## src/rtl/core/szb_pkg.sv

```systemverilog
// ----------------------------------------------------------------------------
// szb_pkg
// Shared types and constants for the spatial zone blend selector.
// ----------------------------------------------------------------------------
package szb_pkg;

  localparam int MAX_ZONES = 16;
  localparam int SLOT_W    = 4;
  localparam int SQ_W      = 34;   // sum of three squared 17-bit offsets
  localparam int ROOT_W    = SQ_W / 2;
  localparam int QUO_W     = 15;   // falloff quotient stays below full scale
  localparam logic [15:0] FULL_BLEND = 16'h8000;

  localparam logic [1:0] KIND_WRITE  = 2'd0;
  localparam logic [1:0] KIND_REMOVE = 2'd1;
  localparam logic [1:0] KIND_POS    = 2'd2;
  localparam logic [1:0] KIND_SPARE  = 2'd3;

  typedef struct packed {
    logic [1:0]         kind;
    logic [SLOT_W-1:0]  slot;
    logic signed [15:0] pos_x;
    logic signed [15:0] pos_y;
    logic signed [15:0] pos_z;
    logic [15:0]        inner_radius;
    logic [15:0]        outer_radius;
    logic signed [15:0] zone_priority;
    logic               zone_on;
  } in_item_t;

  typedef struct packed {
    logic [4:0]  active_zone;
    logic [15:0] blend;
  } out_item_t;

  typedef enum logic [5:0] {
    ST_IDLE = 6'b000001,
    ST_SCAN = 6'b000010,
    ST_MUL  = 6'b000100,
    ST_SQRT = 6'b001000,
    ST_DIV  = 6'b010000,
    ST_PICK = 6'b100000
  } state_t;

endpackage

```

## src/rtl/core/szb_sqrt.sv

```systemverilog
// ----------------------------------------------------------------------------
// szb_sqrt
// Iterative floor square root, one result bit per cycle.
// ----------------------------------------------------------------------------
module szb_sqrt (
  input  logic                      clk,
  input  logic                      rst_n,
  input  logic                      start,
  input  logic [szb_pkg::SQ_W-1:0]  value,
  output logic                      done,
  output logic [szb_pkg::ROOT_W-1:0] root
);
  import szb_pkg::*;

  logic [SQ_W-1:0]   val_r;
  logic [ROOT_W:0]   rem_r;
  logic [ROOT_W-1:0] root_r;
  logic [4:0]        cnt_r;
  logic              run_r, done_r;
  logic [ROOT_W+2:0] rem_sh, trial;

  assign rem_sh = {rem_r, val_r[SQ_W-1 -: 2]};
  assign trial  = {1'b0, root_r, 2'b01};

  always_ff @(posedge clk) begin
    if (!rst_n) begin
      run_r  <= 1'b0;
      done_r <= 1'b0;
      cnt_r  <= '0;
    end else begin
      done_r <= 1'b0;
      if (start) begin
        run_r  <= 1'b1;
        cnt_r  <= 5'(ROOT_W);
        val_r  <= value;
        rem_r  <= '0;
        root_r <= '0;
      end else if (run_r) begin
        val_r <= val_r << 2;
        if (rem_sh >= trial) begin
          rem_r  <= (ROOT_W+1)'(rem_sh - trial);
          root_r <= {root_r[ROOT_W-2:0], 1'b1};
        end else begin
          rem_r  <= rem_sh[ROOT_W:0];
          root_r <= {root_r[ROOT_W-2:0], 1'b0};
        end
        cnt_r <= cnt_r - 5'd1;
        if (cnt_r == 5'd1) begin
          run_r  <= 1'b0;
          done_r <= 1'b1;
        end
      end
    end
  end

  assign done = done_r;
  assign root = root_r;

endmodule

```

## src/rtl/core/szb_div.sv

```systemverilog
// ----------------------------------------------------------------------------
// szb_div
// Restoring divider for the falloff: (num << 15) / den with num < den.
// ----------------------------------------------------------------------------
module szb_div (
  input  logic                     clk,
  input  logic                     rst_n,
  input  logic                     start,
  input  logic [15:0]              num,
  input  logic [15:0]              den,
  output logic                     done,
  output logic [szb_pkg::QUO_W-1:0] quo
);
  import szb_pkg::*;

  logic [15:0]      rem_r, den_r;
  logic [QUO_W-1:0] quo_r;
  logic [3:0]       cnt_r;
  logic             run_r, done_r;
  logic [16:0]      rem_sh;

  assign rem_sh = {rem_r, 1'b0};

  always_ff @(posedge clk) begin
    if (!rst_n) begin
      run_r  <= 1'b0;
      done_r <= 1'b0;
      cnt_r  <= '0;
    end else begin
      done_r <= 1'b0;
      if (start) begin
        run_r <= 1'b1;
        cnt_r <= 4'(QUO_W);
        rem_r <= num;
        den_r <= den;
        quo_r <= '0;
      end else if (run_r) begin
        if (rem_sh >= {1'b0, den_r}) begin
          rem_r <= 16'(rem_sh - {1'b0, den_r});
          quo_r <= {quo_r[QUO_W-2:0], 1'b1};
        end else begin
          rem_r <= rem_sh[15:0];
          quo_r <= {quo_r[QUO_W-2:0], 1'b0};
        end
        cnt_r <= cnt_r - 4'd1;
        if (cnt_r == 4'd1) begin
          run_r  <= 1'b0;
          done_r <= 1'b1;
        end
      end
    end
  end

  assign done = done_r;
  assign quo  = quo_r;

endmodule

```

## src/rtl/core/spatial_zone_blend_selector.sv

```systemverilog
// ----------------------------------------------------------------------------
// spatial_zone_blend_selector
// Zone table with a sequencer that walks the slots for each listener update.
// ----------------------------------------------------------------------------
// Every accepted transaction yields one result, strobed on out_valid for a
// single cycle; the receiver cannot stall it. Zone write and remove answer
// in the cycle after acceptance, as does a position update while the manager is disabled.
// A position update visits all 16 slots: it skips each empty or disabled
// slot, and for an enabled slot it inspects it, squares the three offsets on
// the shared 17x17 multiplier, takes the bit-serial square root, runs the
// serial divider inside the falloff band and then compares. busy stays high
// throughout and the result is strobed in the cycle busy falls.
module spatial_zone_blend_selector (
  input  logic               clk,
  input  logic               rst_n,
  input  logic               start,
  output logic               busy,
  input  szb_pkg::in_item_t  in_item,
  output logic               out_valid,
  output szb_pkg::out_item_t out_item,
  input  logic               cfg_we,
  input  logic               cfg_wdata
);
  import szb_pkg::*;

  // zone table
  logic               zvalid_r [MAX_ZONES];
  logic               zon_r    [MAX_ZONES];
  logic signed [15:0] zcx_r    [MAX_ZONES];
  logic signed [15:0] zcy_r    [MAX_ZONES];
  logic signed [15:0] zcz_r    [MAX_ZONES];
  logic [15:0]        zin_r    [MAX_ZONES];
  logic [15:0]        zout_r   [MAX_ZONES];
  logic signed [15:0] zrank_r  [MAX_ZONES];

  state_t state_r, state_nxt;
  logic [SLOT_W-1:0]  idx_r, idx_nxt;
  logic [1:0]         axis_r, axis_nxt;
  logic signed [15:0] lx_r, ly_r, lz_r;
  logic [32:0]        prod_r, prod_nxt;
  logic [SQ_W-1:0]    acc_r, acc_nxt;
  logic [15:0]        blend_r, blend_nxt;
  logic [4:0]         best_zone_r, best_zone_nxt;
  logic [15:0]        best_blend_r, best_blend_nxt;
  logic signed [15:0] best_rank_r, best_rank_nxt;
  logic [4:0]         cur_zone_r, cur_zone_nxt;
  logic [15:0]        cur_blend_r, cur_blend_nxt;
  logic               out_valid_r, out_valid_nxt;
  logic               enable_r;

  logic               accept;
  logic signed [15:0] lsel, csel;
  logic signed [16:0] diff;
  logic signed [33:0] sq;
  logic               sq_start, sq_done, dv_start, dv_done;
  logic [ROOT_W-1:0]  dist_root;
  logic [QUO_W-1:0]   quo;
  logic [15:0]        inner, outer;
  logic               last;

  assign accept = start && (state_r == ST_IDLE);
  assign inner  = zin_r[idx_r];
  assign outer  = zout_r[idx_r];
  assign last   = (idx_r == SLOT_W'(MAX_ZONES - 1));

  always_comb begin
    case (axis_r)
      2'd0:    begin lsel = lx_r; csel = zcx_r[idx_r]; end
      2'd1:    begin lsel = ly_r; csel = zcy_r[idx_r]; end
      default: begin lsel = lz_r; csel = zcz_r[idx_r]; end
    endcase
  end

  assign diff = {lsel[15], lsel} - {csel[15], csel};
  assign sq   = diff * diff;

  szb_sqrt u_sqrt (
    .clk   (clk),
    .rst_n (rst_n),
    .start (sq_start),
    .value (acc_r + {1'b0, prod_r}),
    .done  (sq_done),
    .root  (dist_root)
  );

  szb_div u_div (
    .clk   (clk),
    .rst_n (rst_n),
    .start (dv_start),
    .num   (16'(outer - dist_root[15:0])),
    .den   (outer - inner),
    .done  (dv_done),
    .quo   (quo)
  );

  always_comb begin
    state_nxt      = state_r;
    idx_nxt        = idx_r;
    axis_nxt       = axis_r;
    prod_nxt       = prod_r;
    acc_nxt        = acc_r;
    blend_nxt      = blend_r;
    best_zone_nxt  = best_zone_r;
    best_blend_nxt = best_blend_r;
    best_rank_nxt  = best_rank_r;
    cur_zone_nxt   = cur_zone_r;
    cur_blend_nxt  = cur_blend_r;
    out_valid_nxt  = 1'b0;
    sq_start       = 1'b0;
    dv_start       = 1'b0;

    case (state_r)
      ST_IDLE: begin
        if (accept) begin
          case (in_item.kind)
            KIND_WRITE: out_valid_nxt = 1'b1;
            KIND_REMOVE: begin
              out_valid_nxt = 1'b1;
              if (cur_zone_r == {1'b0, in_item.slot} + 5'd1) begin
                cur_zone_nxt  = '0;
                cur_blend_nxt = '0;
              end
            end
            KIND_POS: begin
              if (enable_r) begin
                state_nxt      = ST_SCAN;
                idx_nxt        = '0;
                best_zone_nxt  = '0;
                best_blend_nxt = '0;
                best_rank_nxt  = '0;
              end else begin
                out_valid_nxt = 1'b1;
                cur_zone_nxt  = '0;
                cur_blend_nxt = '0;
              end
            end
            default: out_valid_nxt = 1'b1;
          endcase
        end
      end
      ST_SCAN: begin
        if (zvalid_r[idx_r] && zon_r[idx_r]) begin
          state_nxt = ST_MUL;
          axis_nxt  = '0;
          acc_nxt   = '0;
        end else if (last) begin
          state_nxt     = ST_IDLE;
          out_valid_nxt = 1'b1;
          cur_zone_nxt  = best_zone_r;
          cur_blend_nxt = best_blend_r;
        end else begin
          idx_nxt = idx_r + SLOT_W'(1);
        end
      end
      ST_MUL: begin
        // square one axis per cycle, accumulate the previous product
        prod_nxt = sq[32:0];
        if (axis_r != 2'd0)
          acc_nxt = acc_r + {1'b0, prod_r};
        axis_nxt = axis_r + 2'd1;
        if (axis_r == 2'd2) begin
          state_nxt = ST_SQRT;
        end
      end
      ST_SQRT: begin
        if (!sq_start && axis_r == 2'd3) begin
          sq_start = 1'b1;
          axis_nxt = '0;
        end else if (sq_done) begin
          if ({1'b0, dist_root} <= {2'b00, inner}) begin
            blend_nxt = FULL_BLEND;
            state_nxt = ST_PICK;
          end else if ({1'b0, dist_root} >= {2'b00, outer}) begin
            blend_nxt = '0;
            state_nxt = ST_PICK;
          end else begin
            dv_start  = 1'b1;
            state_nxt = ST_DIV;
          end
        end
      end
      ST_DIV: begin
        if (dv_done) begin
          blend_nxt = {1'b0, quo};
          state_nxt = ST_PICK;
        end
      end
      ST_PICK: begin
        if (blend_r != 16'd0 && (blend_r > best_blend_r ||
            (blend_r == best_blend_r && zrank_r[idx_r] > best_rank_r))) begin
          best_zone_nxt  = {1'b0, idx_r} + 5'd1;
          best_blend_nxt = blend_r;
          best_rank_nxt  = zrank_r[idx_r];
        end
        if (last) begin
          state_nxt     = ST_IDLE;
          out_valid_nxt = 1'b1;
          cur_zone_nxt  = best_zone_nxt;
          cur_blend_nxt = best_blend_nxt;
        end else begin
          state_nxt = ST_SCAN;
          idx_nxt   = idx_r + SLOT_W'(1);
        end
      end
      default: state_nxt = ST_IDLE;
    endcase

    // disabling the manager drops the reported zone at once
    if (cfg_we && !cfg_wdata) begin
      cur_zone_nxt  = '0;
      cur_blend_nxt = '0;
    end
  end

  always_ff @(posedge clk) begin
    if (!rst_n) begin
      state_r     <= ST_IDLE;
      out_valid_r <= 1'b0;
      enable_r    <= 1'b1;
      cur_zone_r  <= '0;
      cur_blend_r <= '0;
      for (int i = 0; i < MAX_ZONES; i++) zvalid_r[i] <= 1'b0;
    end else begin
      state_r     <= state_nxt;
      out_valid_r <= out_valid_nxt;
      cur_zone_r  <= cur_zone_nxt;
      cur_blend_r <= cur_blend_nxt;
      if (accept && in_item.kind == KIND_WRITE)  zvalid_r[in_item.slot] <= 1'b1;
      if (accept && in_item.kind == KIND_REMOVE) zvalid_r[in_item.slot] <= 1'b0;
      if (cfg_we) enable_r <= cfg_wdata;
    end
  end

  always_ff @(posedge clk) begin
    idx_r        <= idx_nxt;
    prod_r       <= prod_nxt;
    acc_r        <= acc_nxt;
    blend_r      <= blend_nxt;
    best_zone_r  <= best_zone_nxt;
    best_blend_r <= best_blend_nxt;
    best_rank_r  <= best_rank_nxt;
    // the last MUL cycle leaves axis at 3, which arms the root start
    axis_r       <= (state_r == ST_MUL && axis_r == 2'd2) ? 2'd3 : axis_nxt;
    if (accept) begin
      lx_r <= in_item.pos_x;
      ly_r <= in_item.pos_y;
      lz_r <= in_item.pos_z;
    end
    if (accept && in_item.kind == KIND_WRITE) begin
      zon_r[in_item.slot]   <= in_item.zone_on;
      zcx_r[in_item.slot]   <= in_item.pos_x;
      zcy_r[in_item.slot]   <= in_item.pos_y;
      zcz_r[in_item.slot]   <= in_item.pos_z;
      zin_r[in_item.slot]   <= in_item.inner_radius;
      zout_r[in_item.slot]  <= in_item.outer_radius;
      zrank_r[in_item.slot] <= in_item.zone_priority;
    end
  end

  assign busy                 = (state_r != ST_IDLE);
  assign out_valid            = out_valid_r;
  assign out_item.active_zone = cur_zone_r;
  assign out_item.blend       = cur_blend_r;

endmodule

```

## config.mk

```make
export PLATFORM = sky130hd
export DESIGN_NAME = spatial_zone_blend_selector
export DESIGN_NICKNAME = d
export VERILOG_FILES = /design/src/rtl/core/szb_pkg.sv /design/src/rtl/core/szb_sqrt.sv /design/src/rtl/core/szb_div.sv /design/src/rtl/core/spatial_zone_blend_selector.sv
export SDC_FILE = /design/constraint.sdc
export NUM_CORES = 2
export LEC_CHECK = 0
export ABC_AREA = 1
export BUFFER_PORTS_ARGS = -buffer_cell sky130_fd_sc_hd__buf_2
export CAP_MARGIN = 10
export CORE_UTILIZATION = 40
export CTS_BUF_LIST = sky130_fd_sc_hd__clkbuf_16
export CTS_CLUSTER_SIZE = 24
export DETAILED_ROUTE_END_ITERATION = 8
export HOLD_SLACK_MARGIN = 0.1
export PLACE_DENSITY = 0.63
export SETUP_SLACK_MARGIN = 0.1
export SYNTH_ARGS = -nofsm -noshare
export SYNTH_HDL_FRONTEND = slang
export SYNTH_HIERARCHICAL = 1
export SYNTH_SLANG_ARGS = --single-unit
```

## constraint.sdc

```tcl
create_clock -name clk -period 9.7 [get_ports clk]
set_input_delay 0.485 -clock clk [delete_from_list [all_inputs] [get_ports clk]]
set_output_delay 0.485 -clock clk [all_outputs]
set_load 0.05 [all_outputs]
```

==> impl_metrics.yaml <==
status:
  status: "completed"
floorplanning:
  pin_count: 131
  die_area_um2: 232000
  core_um2: 228000
  rows: 175
  initial_core_util_pct: 40.4
  die_x_um: 482
  die-height_um: 482
setup_path:
  slowest_stage: "a311oi_2"
  crit_path_start_kind: "flop"
  cp.required_ns: 10.30
  cp_top_family: "adder cells"
  cpPeakStageDelay_ns: 0.56
  worstRegToRegCells: 36
  crit_fanout: 92
  r2r_setup_slack_ns: 0.60
  critPathKind: "reg2reg"
  cp-endpoint: "prod_r[31]"
  arrival_ns: 9.70
  crit_path_end_kind: "flop"
  worst-path-buf-inv: 8
  path_depth: 36
  regToRegEndpoint: "prod_r[31]"
clock_network:
  cts_buffers: 195
  clk_latency_ns: 0.87
  root_buffer: "clkbuf_16"
  cts_tree: "done"
  cts_htree_levels: 4
  cts_buffer_depth: 3
  cts.sinks: 1903
  clkTransAtPathRegs_ns: 0.06
sta:
  finalSetupViolCount: 0
  post-route-min-period_ns: 9.10
  max_freq_mhz: 110
  slew_violations: 0
  worst_slew_pin_slew_ns: 1.14
  fin_setup_tns_ns: 0
  period_share_pct: 93.8
  finalHoldViolCount: 0
  relSlewSlack_pct: 23.2
  rsz0062_at_grt: "false"
  fin_skew_ns: 0.0800
logic_synthesis:
  async_reset_ff_share_pct: 0
  syn_area_um2: 92000
  ys_warn_count: 6
  yosysSeqAreaShare_pct: 61.4
  syn_nets: 8679
  synth_ff_type: "edfxtp_1"
  synthCells: 8033
  synth-edff-count: 1839
  synth.distinct_cells: 64
  synth-seq-cells: 1903
  syn_avg_cell_area_um2: 11.5
final_layout:
  nNetsFinal: 8846
  final_common_cell: "edfxtp_1"
  areaGrowthSynthToFinish_pct: 12.6
  register_area_um2: 56500
  nFillCells: 20600
  drive_gt1_share_pct: 7.76
  final_cell_mix: "edfxtp_1 (1839), nor2_1 (1086), nand2_1 (927), inv_1 (860), o21ai_0 (788)"
  final_area_um2: 104000
  multi_input_area_um2: 30700
drt:
  drt_wl_total_mm: 254
  dr_total_vias: 63300
  routed_via_density: 5.56
  routedWlPerCell_um: 22.4
  first_pass_iters: 6
  drtIter0Drc: 6587
  ant_nets: 0
  drc: 0
hold_path:
  min_path_type: "in2reg"
flow_run:
  drv_cap: 0
placed_design:
  dp_hpwl_mm: 145
  gp_congestion: 0.901
  port_buffers: 130
  placed_area_um2: 96200
global_routing:
  grt_pass1_vias: 61600
  grt-busiest-layer: "met2"
  grt_usage_pct: 21.6
  met2_usage_pct: 34.8
  grt_max_degree: 183
  grtUsageMet3_pct: 3.46
  use_met1_pct: 30.3
  antenna_found_initial: 35
  grt_pass1_wl_mm: 383
  gr-total-overflow: 0
## sequential cells by signal, indices dropped and copies added, names as in the netlist, 16 cells and up, named ones only
signal	flops
zcx_r	256
zcy_r	256
zcz_r	256
zin_r	256
zout_r	256
zrank_r	256
acc_r	34
u_sqrt/val_r	34
prod_r	32
u_sqrt/rem_r	18
u_sqrt/root	17
best_blend_r	16
best_rank_r	16
blend_r	16
cur_blend_r	16
lx_r	16
ly_r	16
lz_r	16
u_div/den_r	16
u_div/rem_r	16
zon_r	16
zvalid_r	16
## Yosys cell counts, types with 144 or more instances
cell type	number	area share, %
edfxtp_1	1839	60
nor2_1	1090	4.4
nand2_1	928	3.8
inv_1	809	3.3
o21ai_0	788	4.3
a21oi_1	322	1.8
fa_1	269	5.9
ha_1	269	3.7
nand3_1	264	1.4
clkbuf_1	254	1.0
o221ai_1	225	2.1
o211ai_1	144	1.2
## how the worst min path moves through the flow
stage | cells after the start | slack (ns) | endpoint | start
finish | 2 | 0.17 | state_r[0] | rst_n
detailed placement | 2 | 0.48 | zvalid_r[0] | zvalid_r[0]
floorplan | 2 | 0.45 | u_sqrt/cnt_r[4] | u_sqrt/cnt_r[4]
global placement | 2 | 0.46 | zvalid_r[6] | zvalid_r[6]
CTS | 2 | 0.12 | state_r[0] | rst_n
global route | 2 | 0.18 | state_r[0] | rst_n
## area by class of cell
| cell class | count | share of cell area, % |
|---|---|---|
| Clock buffer | 199 | 4.81 |
| Tap cell | 3009 | 3.63 |
| Clock inverter | 159 | 1.27 |
| Timing Repair Buffer | 370 | 3.00 |
| Inverter | 832 | 3.05 |
| Multi-Input combinational cell | 4898 | 29.7 |
| Antenna cell | 9 | 0.0217 |
| Sequential cell | 1903 | 54.5 |
## worst reg2reg max path: cells and delay by family (launching register included)
kind	cells	cell delay, ns
xor+xnor	1	0.13
flops	1	0.50
simple gates	8	0.97
buf+inv	8	1.25
fa+ha+maj	8	3.79
compound gates	11	2.20
## timing repair
action,in CTS,in global routing
setup buffers,0,1
hold endpoints to repair,1610,0
endpoints found under the setup margin,0,9
resized for setup,0,13
hold buffers,104,0
## routing by layer
layer / part of all wire [%] / wire, um
met2: 47 / 119000
met4: 2.3 / 5900
met3: 7.8 / 19700
met1: 43 / 110000
met5: 0.090 / 230
## cells by family (layout without fill, tap and decap cells)
kind of cell	Yosys count	after routing	synth area share, %
adders and majority gates	538	538	9.51
xor gates and xnor gates	124	124	1.23
other	0	9	0
buffers and inverters	1232	1560	5.33
DFF	1903	1903	61.4
and+or+nand+nor	2503	2503	11.2
AOI/OAI and AO/OA	1733	1733	11.3
## stage by stage
stage	utilization [%]	hold slack (ns)	instances	setup slack (ns)
2_1_floorplan	-	0.447	8033	0.263
5_1_grt	45.5	0.176	11400	0.114
3_5_place_dp	42.2	0.477	10900	0.480
4_1_cts	45.4	0.121	11400	0.434
3_3_place_gp	42.2	0.459	10900	0.460
6_report	45.5	0.171	11400	0.599
Power is left out: the tool's default activity adds up to more than one toggle a clock period on the data nets, which glitch-free logic cannot reach.
